--- config.mk ---
export PLATFORM = sky130hd
export DESIGN_NAME = hmq_ctrl
export DESIGN_NICKNAME = d
export VERILOG_FILES = /design/src/sv/hmq_pkg.sv /design/src/sv/hmq_ctrl.sv
export SDC_FILE = /design/constraint.sdc
export NUM_CORES = 1
export LEC_CHECK = 0
export BUFFER_PORTS_ARGS = -buffer_cell sky130_fd_sc_hd__buf_4
export CAP_MARGIN = 20
export CORE_ASPECT_RATIO = 0.9
export CORE_MARGIN = 8
export CORE_UTILIZATION = 54
export DETAILED_ROUTE_END_ITERATION = 12
export GPL_ROUTABILITY_DRIVEN = 0
export HOLD_SLACK_MARGIN = 0.15
export PLACE_DENSITY_LB_ADDON = 0.25
export SETUP_SLACK_MARGIN = 0.1
export SLEW_MARGIN = 20
export SYNTH_ARGS = -nofsm -noshare
export SYNTH_HDL_FRONTEND = slang
export SYNTH_SLANG_ARGS = --single-unit
--- constraint.sdc ---
create_clock -name clk -period 8.1 [get_ports clk]
set_input_delay 0.81 -clock clk [delete_from_list [all_inputs] [get_ports clk]]
set_output_delay 0.81 -clock clk [all_outputs]
set_load 0.01 [all_outputs]
--- src/sv/hmq_pkg.sv ---
// Shared types and constants for the binary min-heap priority queue.
// Depends on nothing; every other file refers to it by scoped names.
package hmq_pkg;

	localparam int CAPACITY = 1024;
	localparam int ADDR_W   = $clog2(CAPACITY);
	localparam int POS_W    = 11;
	localparam int KEY_W    = 32;

	localparam logic [1:0] OP_INSERT  = 2'd0;
	localparam logic [1:0] OP_EXTRACT = 2'd1;
	localparam logic [1:0] OP_ERASE   = 2'd2;

	localparam logic [1:0] ST_OK    = 2'd0;
	localparam logic [1:0] ST_EMPTY = 2'd1;
	localparam logic [1:0] ST_FULL  = 2'd2;
	localparam logic [1:0] ST_RANGE = 2'd3;

	typedef struct packed {
		logic [1:0]              opcode;
		logic signed [KEY_W-1:0] key_in;
		logic [POS_W-1:0]        position_in;
	} hmq_req_t;

	typedef struct packed {
		logic signed [KEY_W-1:0] removed_key;
		logic [POS_W-1:0]        final_position;
		logic [1:0]              status;
		logic [POS_W-1:0]        occupancy;
	} hmq_rsp_t;

	typedef struct packed {
		logic              we;
		logic [ADDR_W-1:0] waddr;
		logic [KEY_W-1:0]  wdata;
		logic [ADDR_W-1:0] raddr_a;
		logic [ADDR_W-1:0] raddr_b;
	} hmq_mem_req_t;

	typedef struct packed {
		logic [KEY_W-1:0] rdata_a;
		logic [KEY_W-1:0] rdata_b;
	} hmq_mem_rsp_t;

	typedef enum logic [2:0] {
		S_IDLE,
		S_LOAD,
		S_UP_RD,
		S_UP_CMP,
		S_DN_RD,
		S_DN_CMP,
		S_DONE
	} hmq_state_t;

endpackage

--- src/sv/hmq_ctrl.sv ---
// Sequencer and datapath of the heap: bounds checks, sift up and sift down.
// Depends on hmq_pkg; drives the key store in hmq_ram.
module hmq_ctrl (
	input  logic                  clk,
	input  logic                  arst_n,
	input  logic                  start,
	input  hmq_pkg::hmq_req_t     req,
	output logic                  busy,
	output logic                  done,
	output hmq_pkg::hmq_rsp_t     rsp,
	output hmq_pkg::hmq_mem_req_t mem_req,
	input  hmq_pkg::hmq_mem_rsp_t mem_rsp
);

	localparam int POS_W  = hmq_pkg::POS_W;
	localparam int ADDR_W = hmq_pkg::ADDR_W;
	localparam int KEY_W  = hmq_pkg::KEY_W;

	hmq_pkg::hmq_state_t state_q, state_d;

	logic [POS_W-1:0]        count_q;
	logic [POS_W-1:0]        pos_q;
	logic signed [KEY_W-1:0] key_q;
	logic signed [KEY_W-1:0] removed_q;
	logic [POS_W-1:0]        final_q;
	logic [1:0]              status_q;
	logic [1:0]              op_q;
	logic                    erase_first_q;

	logic                    accept;
	logic                    full;
	logic                    pos_bad;
	logic [POS_W-1:0]        parent;
	logic [POS_W:0]          left;
	logic [POS_W:0]          right;
	logic                    left_ok;
	logic                    right_ok;
	logic signed [KEY_W-1:0] rd_a;
	logic signed [KEY_W-1:0] rd_b;
	logic                    up_less;
	logic                    up_turn;
	logic                    pick_l;
	logic                    pick_r;
	logic signed [KEY_W-1:0] cur_min;

	assign accept  = start && (state_q == hmq_pkg::S_IDLE);
	assign full    = count_q >= POS_W'(hmq_pkg::CAPACITY);
	assign pos_bad = (req.position_in == '0) || (req.position_in > count_q);

	assign parent   = pos_q >> 1;
	assign left     = {pos_q, 1'b0};
	assign right    = {pos_q, 1'b1};
	assign left_ok  = left <= {1'b0, count_q};
	assign right_ok = right <= {1'b0, count_q};

	assign rd_a = $signed(mem_rsp.rdata_a);
	assign rd_b = $signed(mem_rsp.rdata_b);

	// sift up: move above a strictly greater parent; an erase may turn downward
	assign up_less = (pos_q > POS_W'(1)) && (key_q < rd_a);
	assign up_turn = erase_first_q && (rd_a < key_q);

	// sift down: left child first, right child only if strictly smaller still
	assign pick_l  = left_ok && (rd_a < key_q);
	assign cur_min = pick_l ? rd_a : key_q;
	assign pick_r  = right_ok && (rd_b < cur_min);

	always_comb begin
		state_d = state_q;
		unique case (state_q)
			hmq_pkg::S_IDLE: begin
				if (start) begin
					priority case (req.opcode)
						hmq_pkg::OP_INSERT:  state_d = full ? hmq_pkg::S_DONE : hmq_pkg::S_UP_RD;
						hmq_pkg::OP_EXTRACT: state_d = (count_q == '0) ? hmq_pkg::S_DONE
						                                               : hmq_pkg::S_LOAD;
						hmq_pkg::OP_ERASE:   state_d = pos_bad ? hmq_pkg::S_DONE : hmq_pkg::S_LOAD;
						default:             state_d = hmq_pkg::S_DONE;
					endcase
				end
			end
			hmq_pkg::S_LOAD: begin
				if (op_q == hmq_pkg::OP_EXTRACT) begin
					state_d = (count_q == POS_W'(1)) ? hmq_pkg::S_DONE : hmq_pkg::S_DN_RD;
				end else if (pos_q == count_q) begin
					state_d = hmq_pkg::S_DONE;
				end else begin
					state_d = (pos_q == POS_W'(1)) ? hmq_pkg::S_DN_RD : hmq_pkg::S_UP_RD;
				end
			end
			hmq_pkg::S_UP_RD:  state_d = hmq_pkg::S_UP_CMP;
			hmq_pkg::S_UP_CMP: begin
				if (up_less) begin
					state_d = hmq_pkg::S_UP_RD;
				end else if (up_turn) begin
					state_d = hmq_pkg::S_DN_RD;
				end else begin
					state_d = hmq_pkg::S_DONE;
				end
			end
			hmq_pkg::S_DN_RD:  state_d = hmq_pkg::S_DN_CMP;
			hmq_pkg::S_DN_CMP: state_d = (pick_l || pick_r) ? hmq_pkg::S_DN_RD : hmq_pkg::S_DONE;
			hmq_pkg::S_DONE:   state_d = hmq_pkg::S_IDLE;
			default:           state_d = hmq_pkg::S_IDLE;
		endcase
	end

	always_comb begin
		mem_req = '0;
		unique case (state_q)
			hmq_pkg::S_IDLE: begin
				mem_req.raddr_a = (req.opcode == hmq_pkg::OP_EXTRACT) ? '0
				                                                      : ADDR_W'(req.position_in - 1'b1);
				mem_req.raddr_b = ADDR_W'(count_q - 1'b1);
			end
			hmq_pkg::S_UP_RD: begin
				mem_req.raddr_a = ADDR_W'(parent - 1'b1);
			end
			hmq_pkg::S_UP_CMP: begin
				mem_req.we    = 1'b1;
				mem_req.waddr = ADDR_W'(pos_q - 1'b1);
				mem_req.wdata = up_less ? rd_a : key_q;
				mem_req.we    = !up_turn || up_less;
			end
			hmq_pkg::S_DN_RD: begin
				mem_req.raddr_a = ADDR_W'(left - 1'b1);
				mem_req.raddr_b = ADDR_W'(left);
			end
			hmq_pkg::S_DN_CMP: begin
				mem_req.we    = 1'b1;
				mem_req.waddr = ADDR_W'(pos_q - 1'b1);
				mem_req.wdata = pick_r ? rd_b : (pick_l ? rd_a : key_q);
			end
			default: begin
				mem_req = '0;
			end
		endcase
	end

	always_ff @(posedge clk or negedge arst_n) begin
		if (!arst_n) begin
			state_q <= hmq_pkg::S_IDLE;
			count_q <= '0;
		end else begin
			state_q <= state_d;
			if (accept && req.opcode == hmq_pkg::OP_INSERT && !full) begin
				count_q <= count_q + 1'b1;
			end else if (state_q == hmq_pkg::S_LOAD) begin
				count_q <= count_q - 1'b1;
			end
		end
	end

	always_ff @(posedge clk) begin
		unique case (state_q)
			hmq_pkg::S_IDLE: begin
				if (start) begin
					op_q          <= req.opcode;
					removed_q     <= '0;
					final_q       <= '0;
					erase_first_q <= 1'b0;
					key_q         <= req.key_in;
					pos_q         <= (req.opcode == hmq_pkg::OP_INSERT) ? count_q + 1'b1
					               : (req.opcode == hmq_pkg::OP_EXTRACT) ? POS_W'(1)
					               : req.position_in;
					priority case (req.opcode)
						hmq_pkg::OP_INSERT:  status_q <= full ? hmq_pkg::ST_FULL : hmq_pkg::ST_OK;
						hmq_pkg::OP_EXTRACT: status_q <= (count_q == '0) ? hmq_pkg::ST_EMPTY
						                                                 : hmq_pkg::ST_OK;
						hmq_pkg::OP_ERASE:   status_q <= pos_bad ? hmq_pkg::ST_RANGE : hmq_pkg::ST_OK;
						default:             status_q <= hmq_pkg::ST_OK;
					endcase
				end
			end
			hmq_pkg::S_LOAD: begin
				removed_q     <= rd_a;
				key_q         <= rd_b;
				erase_first_q <= (op_q == hmq_pkg::OP_ERASE);
			end
			hmq_pkg::S_UP_CMP: begin
				erase_first_q <= 1'b0;
				if (up_less) begin
					pos_q <= parent;
				end else if (!up_turn) begin
					final_q <= pos_q;
				end
			end
			hmq_pkg::S_DN_CMP: begin
				erase_first_q <= 1'b0;
				if (pick_r) begin
					pos_q <= right[POS_W-1:0];
				end else if (pick_l) begin
					pos_q <= left[POS_W-1:0];
				end else begin
					final_q <= pos_q;
				end
			end
			default: begin
			end
		endcase
	end

	assign busy               = state_q != hmq_pkg::S_IDLE;
	assign done               = state_q == hmq_pkg::S_DONE;
	assign rsp.removed_key    = removed_q;
	assign rsp.final_position = final_q;
	assign rsp.status         = status_q;
	assign rsp.occupancy      = count_q;

endmodule

==> impl_results.md <==
* Status: complete, no violations
* Largest net degree at the start of global routing at 65
* Via count at 8697
* Clock sink total at 105
* Max Slew Vio Count at 0
* Syn-to-layout area delta at 24.9%
* Design area at 11000 µm²
* Largest cells by area after synthesis: edfxtp_1 (31%), ha_1 (14%), nand2_1 (6.5%)
* Worst-Skew Late Latency at 0.36 ns
* RSZ-0062 raised after global routing: false
* Ys Warns at 0
* MaxCap Viol Count at 0
* Worst hold slack at 0.286 ns
* Share of cells above drive strength 1 at 22.8%
* Post_cts resized at 0
* Most frequent cells after synthesis: nand2_1 (151), ha_1 (95), edfxtp_1 (91), a21oi_1 (62), nor2_1 (58)
* Fin util at 68.5%
* Crit path launch type: flop
* Antenna Nets Post-Route at 0
* CTS H-tree depth at 3
* Multi-input logic area at 5300 µm²
* Area of the mapped netlist at 8780 µm²
* Largest area contributor in the netlist: edfxtp_1
* # nets final at 1382
* Share of the synthesized area in the top cell type at 31.1%
* Global route overflow at 0
* Main synth FF type: edfxtp_1
* Worst EP required at 7.29 ns
* CTS tree: done
* Max FO, Critical Path at 26
* Worst Tran Pin Value at 1.07 ns
* DRC viols at 0
* Clk pin slew, worst setup/hold paths at 0.08 ns
* Final cycle utilization of the critical path at 87.8%
* DR WL/cell at 21.4 µm
* Site Rows at 44
* Syn Area/Cell at 8.98 µm²
* Hold crit path type: input pin to async pin
* Worst Setup End Kind: output pin
* Initial antenna violation count at 0
* Clock Path Buffers at 2
* Synth Register Bits at 105
* Count leader, synth: nand2_1
* Hold_buf cts at 0
* Critical path origin: count_q[6]$_DFFE_PN0P_
* All-layer global routing usage at 28.2%
* DRT iter0 DRCs at 760
* Core region area at 16000 µm²
* Hold Fails Final Rpt at 0
* Maximum vdd ir drop at 344 µV
* Kind of critical path: flop to output pin
* Die ar. at 20600 µm²
* Fill count at 1298
* Port Buffers at 232
* Post-route minimum period at 7.12 ns
* Reg2reg start: count_q[6]$_DFFE_PN0P_
* Sequential Area at 3080 µm²
* Total CTS buffers at 9
* Chip Height at 137 µm
* Slew margin rel. at 28.4%
* Setup TNS at 0 ns
* Die span in x at 150 µm
* Leak Pwr at 5.03 nW
* Vias per cell at 6.27
* FFs w/ async S/R, synth at 13.3%
* First-pass GRT wire length at 46100 µm
* Placed cell areas at 10700 µm²
* Max Clock Skew at 0.00884 ns
* Pwr per Cell Area at 411 nW/µm²
* Syn Inst Count at 978
* Root buf cell: clkbuf_16
* Number of distinct library cells after synthesis at 60
* Detailed Place HPWL at 22500 µm
* Initial core utilization at 54.8%
* Number of global-route vias before repair at 8648
* Ports at 233
* F_max at 0.141 GHz
* Post-CTS Setup Inserts at 0
* Ant diodes at 0
* Arrival @ worst endpoint at 6.31 ns
* Final-report setup violation count at 0
* Routed WL at 29700 µm
* Syn nets at 1185
* DR pass1 iterations at 5
* Post-synthesis sequential area ratio at 35.1%
* Post-synth EDFFs at 91
-- cells in the final DEF, fill, tap and decap left out, drive strengths merged, types with 8 or more instances in the layout --
cell type  synthesis  layout
a21oi             62      62
a221o             32      32
a22oi             21      21
and2              12      12
and3              36      36
buf                4     243
clkbuf            53       9
dfrtp             14      14
edfxtp            91      91
ha                95      95
inv               51      54
mux2i             34      34
nand2            151     151
nand2b             9       9
nand3             18      18
nand4             13      13
nor2              58      58
nor2b              8       8
nor3              14      14
nor4               9       9
o21ai             35      35
o221ai            10      10
xnor2             36      36
xor2              22      22
-- per-stage QoR --
| step | worst slack (ns) | power (mW) | instances |
|---|---|---|---|
| finish | 0.984 | 4.50 | 1387 |
| global placement | 1.23 | 3.93 | 1371 |
| global route | 0.637 | 4.82 | 1387 |
| CTS | 1.03 | 4.48 | 1387 |
| floorplan | 1.78 | 2.93 | 978 |
| detailed placement | 1.09 | 4.00 | 1371 |
-- area by class of cell --
| type | count | area share (%) |
|---|---|---|
| well taps | 207 | 2.36 |
| flip-flops and latches | 105 | 28.1 |
| clock buffers | 9 | 2.05 |
| inverters | 53 | 1.81 |
| repair buffers | 243 | 16.6 |
| clock inverters | 7 | 0.696 |
| multi-input cells | 763 | 48.3 |
-- sequential cells by signal, indices dropped and copies added, names as in the netlist --
signal and cells:
state_q 3, pos_q 11, erase_first_q 1, removed_q 32, op_q 2, key_q 32
status_q 2, final_q 11, count_q 11
-- cell families (layout without fill, tap and decap cells) --
logic type / Yosys count / in the layout / share of synthesized area, %
multiplexers: 34 / 34 / 3.88
AND/OR/NAND/NOR: 353 / 353 / 19.4
flip-flops: 105 / 105 / 35.1
adder cells (fa/ha/maj): 95 / 95 / 13.5
buffers and inverters: 110 / 312 / 4.70
AO/OA/AOI/OAI: 223 / 223 / 17.6
XOR/XNOR: 58 / 58 / 5.78
-- worst paths after layout --
| kind | to | slack [ns] | cells past startpoint |
|---|---|---|---|
| worst max-delay path | mem_req[49] | 0.98 | 20 |
| max in group asynchronous | count_q[10]$_DFFE_PN0P_ | 7.63 | 1 |
| worst min register to register | erase_first_q$_SDFFCE_PN0P_ | 0.57 | 1 |
| min in group clk | erase_first_q$_SDFFCE_PN0P_ | 0.57 | 1 |
| worst max register to register | pos_q[2]$_DFFE_PP_ | 1.71 | 20 |
| worst min-delay path | count_q[1]$_DFFE_PN0P_ | 0.29 | 1 |
-- worst max-delay path: stages, from the launching register on --
cell and delay (ns):
dfrtp_1 0.48, clkinv_1 0.32, ha_1 0.40, nand4b_1 0.11, nor3_1 0.36, nand4_1 0.19, a2bb2oi_1 0.19, nor4_4 0.17
buf_4 0.39, mux2i_1 0.13, ha_1 0.43, nand4_1 0.20, or3b_2 0.50, nor3_1 0.36, o221ai_1 0.19, a31oi_1 0.27
o211a_1 0.31, nor2_2 0.14, buf_4 0.26, a221o_1 0.39, buf_4 0.15
-- power by group --
| group | switching (mW) | total [mW] | leakage (nW) | internal, mW |
|---|---|---|---|---|
| Clock | 0.225 | 0.469 | 0.148 | 0.244 |
| Combinational | 1.62 | 2.83 | 3.83 | 1.21 |
| Sequential | 0.267 | 1.21 | 1.05 | 0.939 |
| Total | 2.11 | 4.50 | 5.03 | 2.39 |
-- per-layer routing --
metal / GRT usage, % / part of all wire, % / up-vias / wire length [µm]
li1: - / - / 3993 / -
met1: 36.8 / 41 / 4138 / 12200
met2: 44.5 / 45 / 508 / 13400
met3: 6.81 / 11 / 58 / 3310
met4: 10.5 / 2.7 / 0 / 789
met5: 0 / 0 / - / 0
Note: power is estimated with default switching activity, not from simulation.
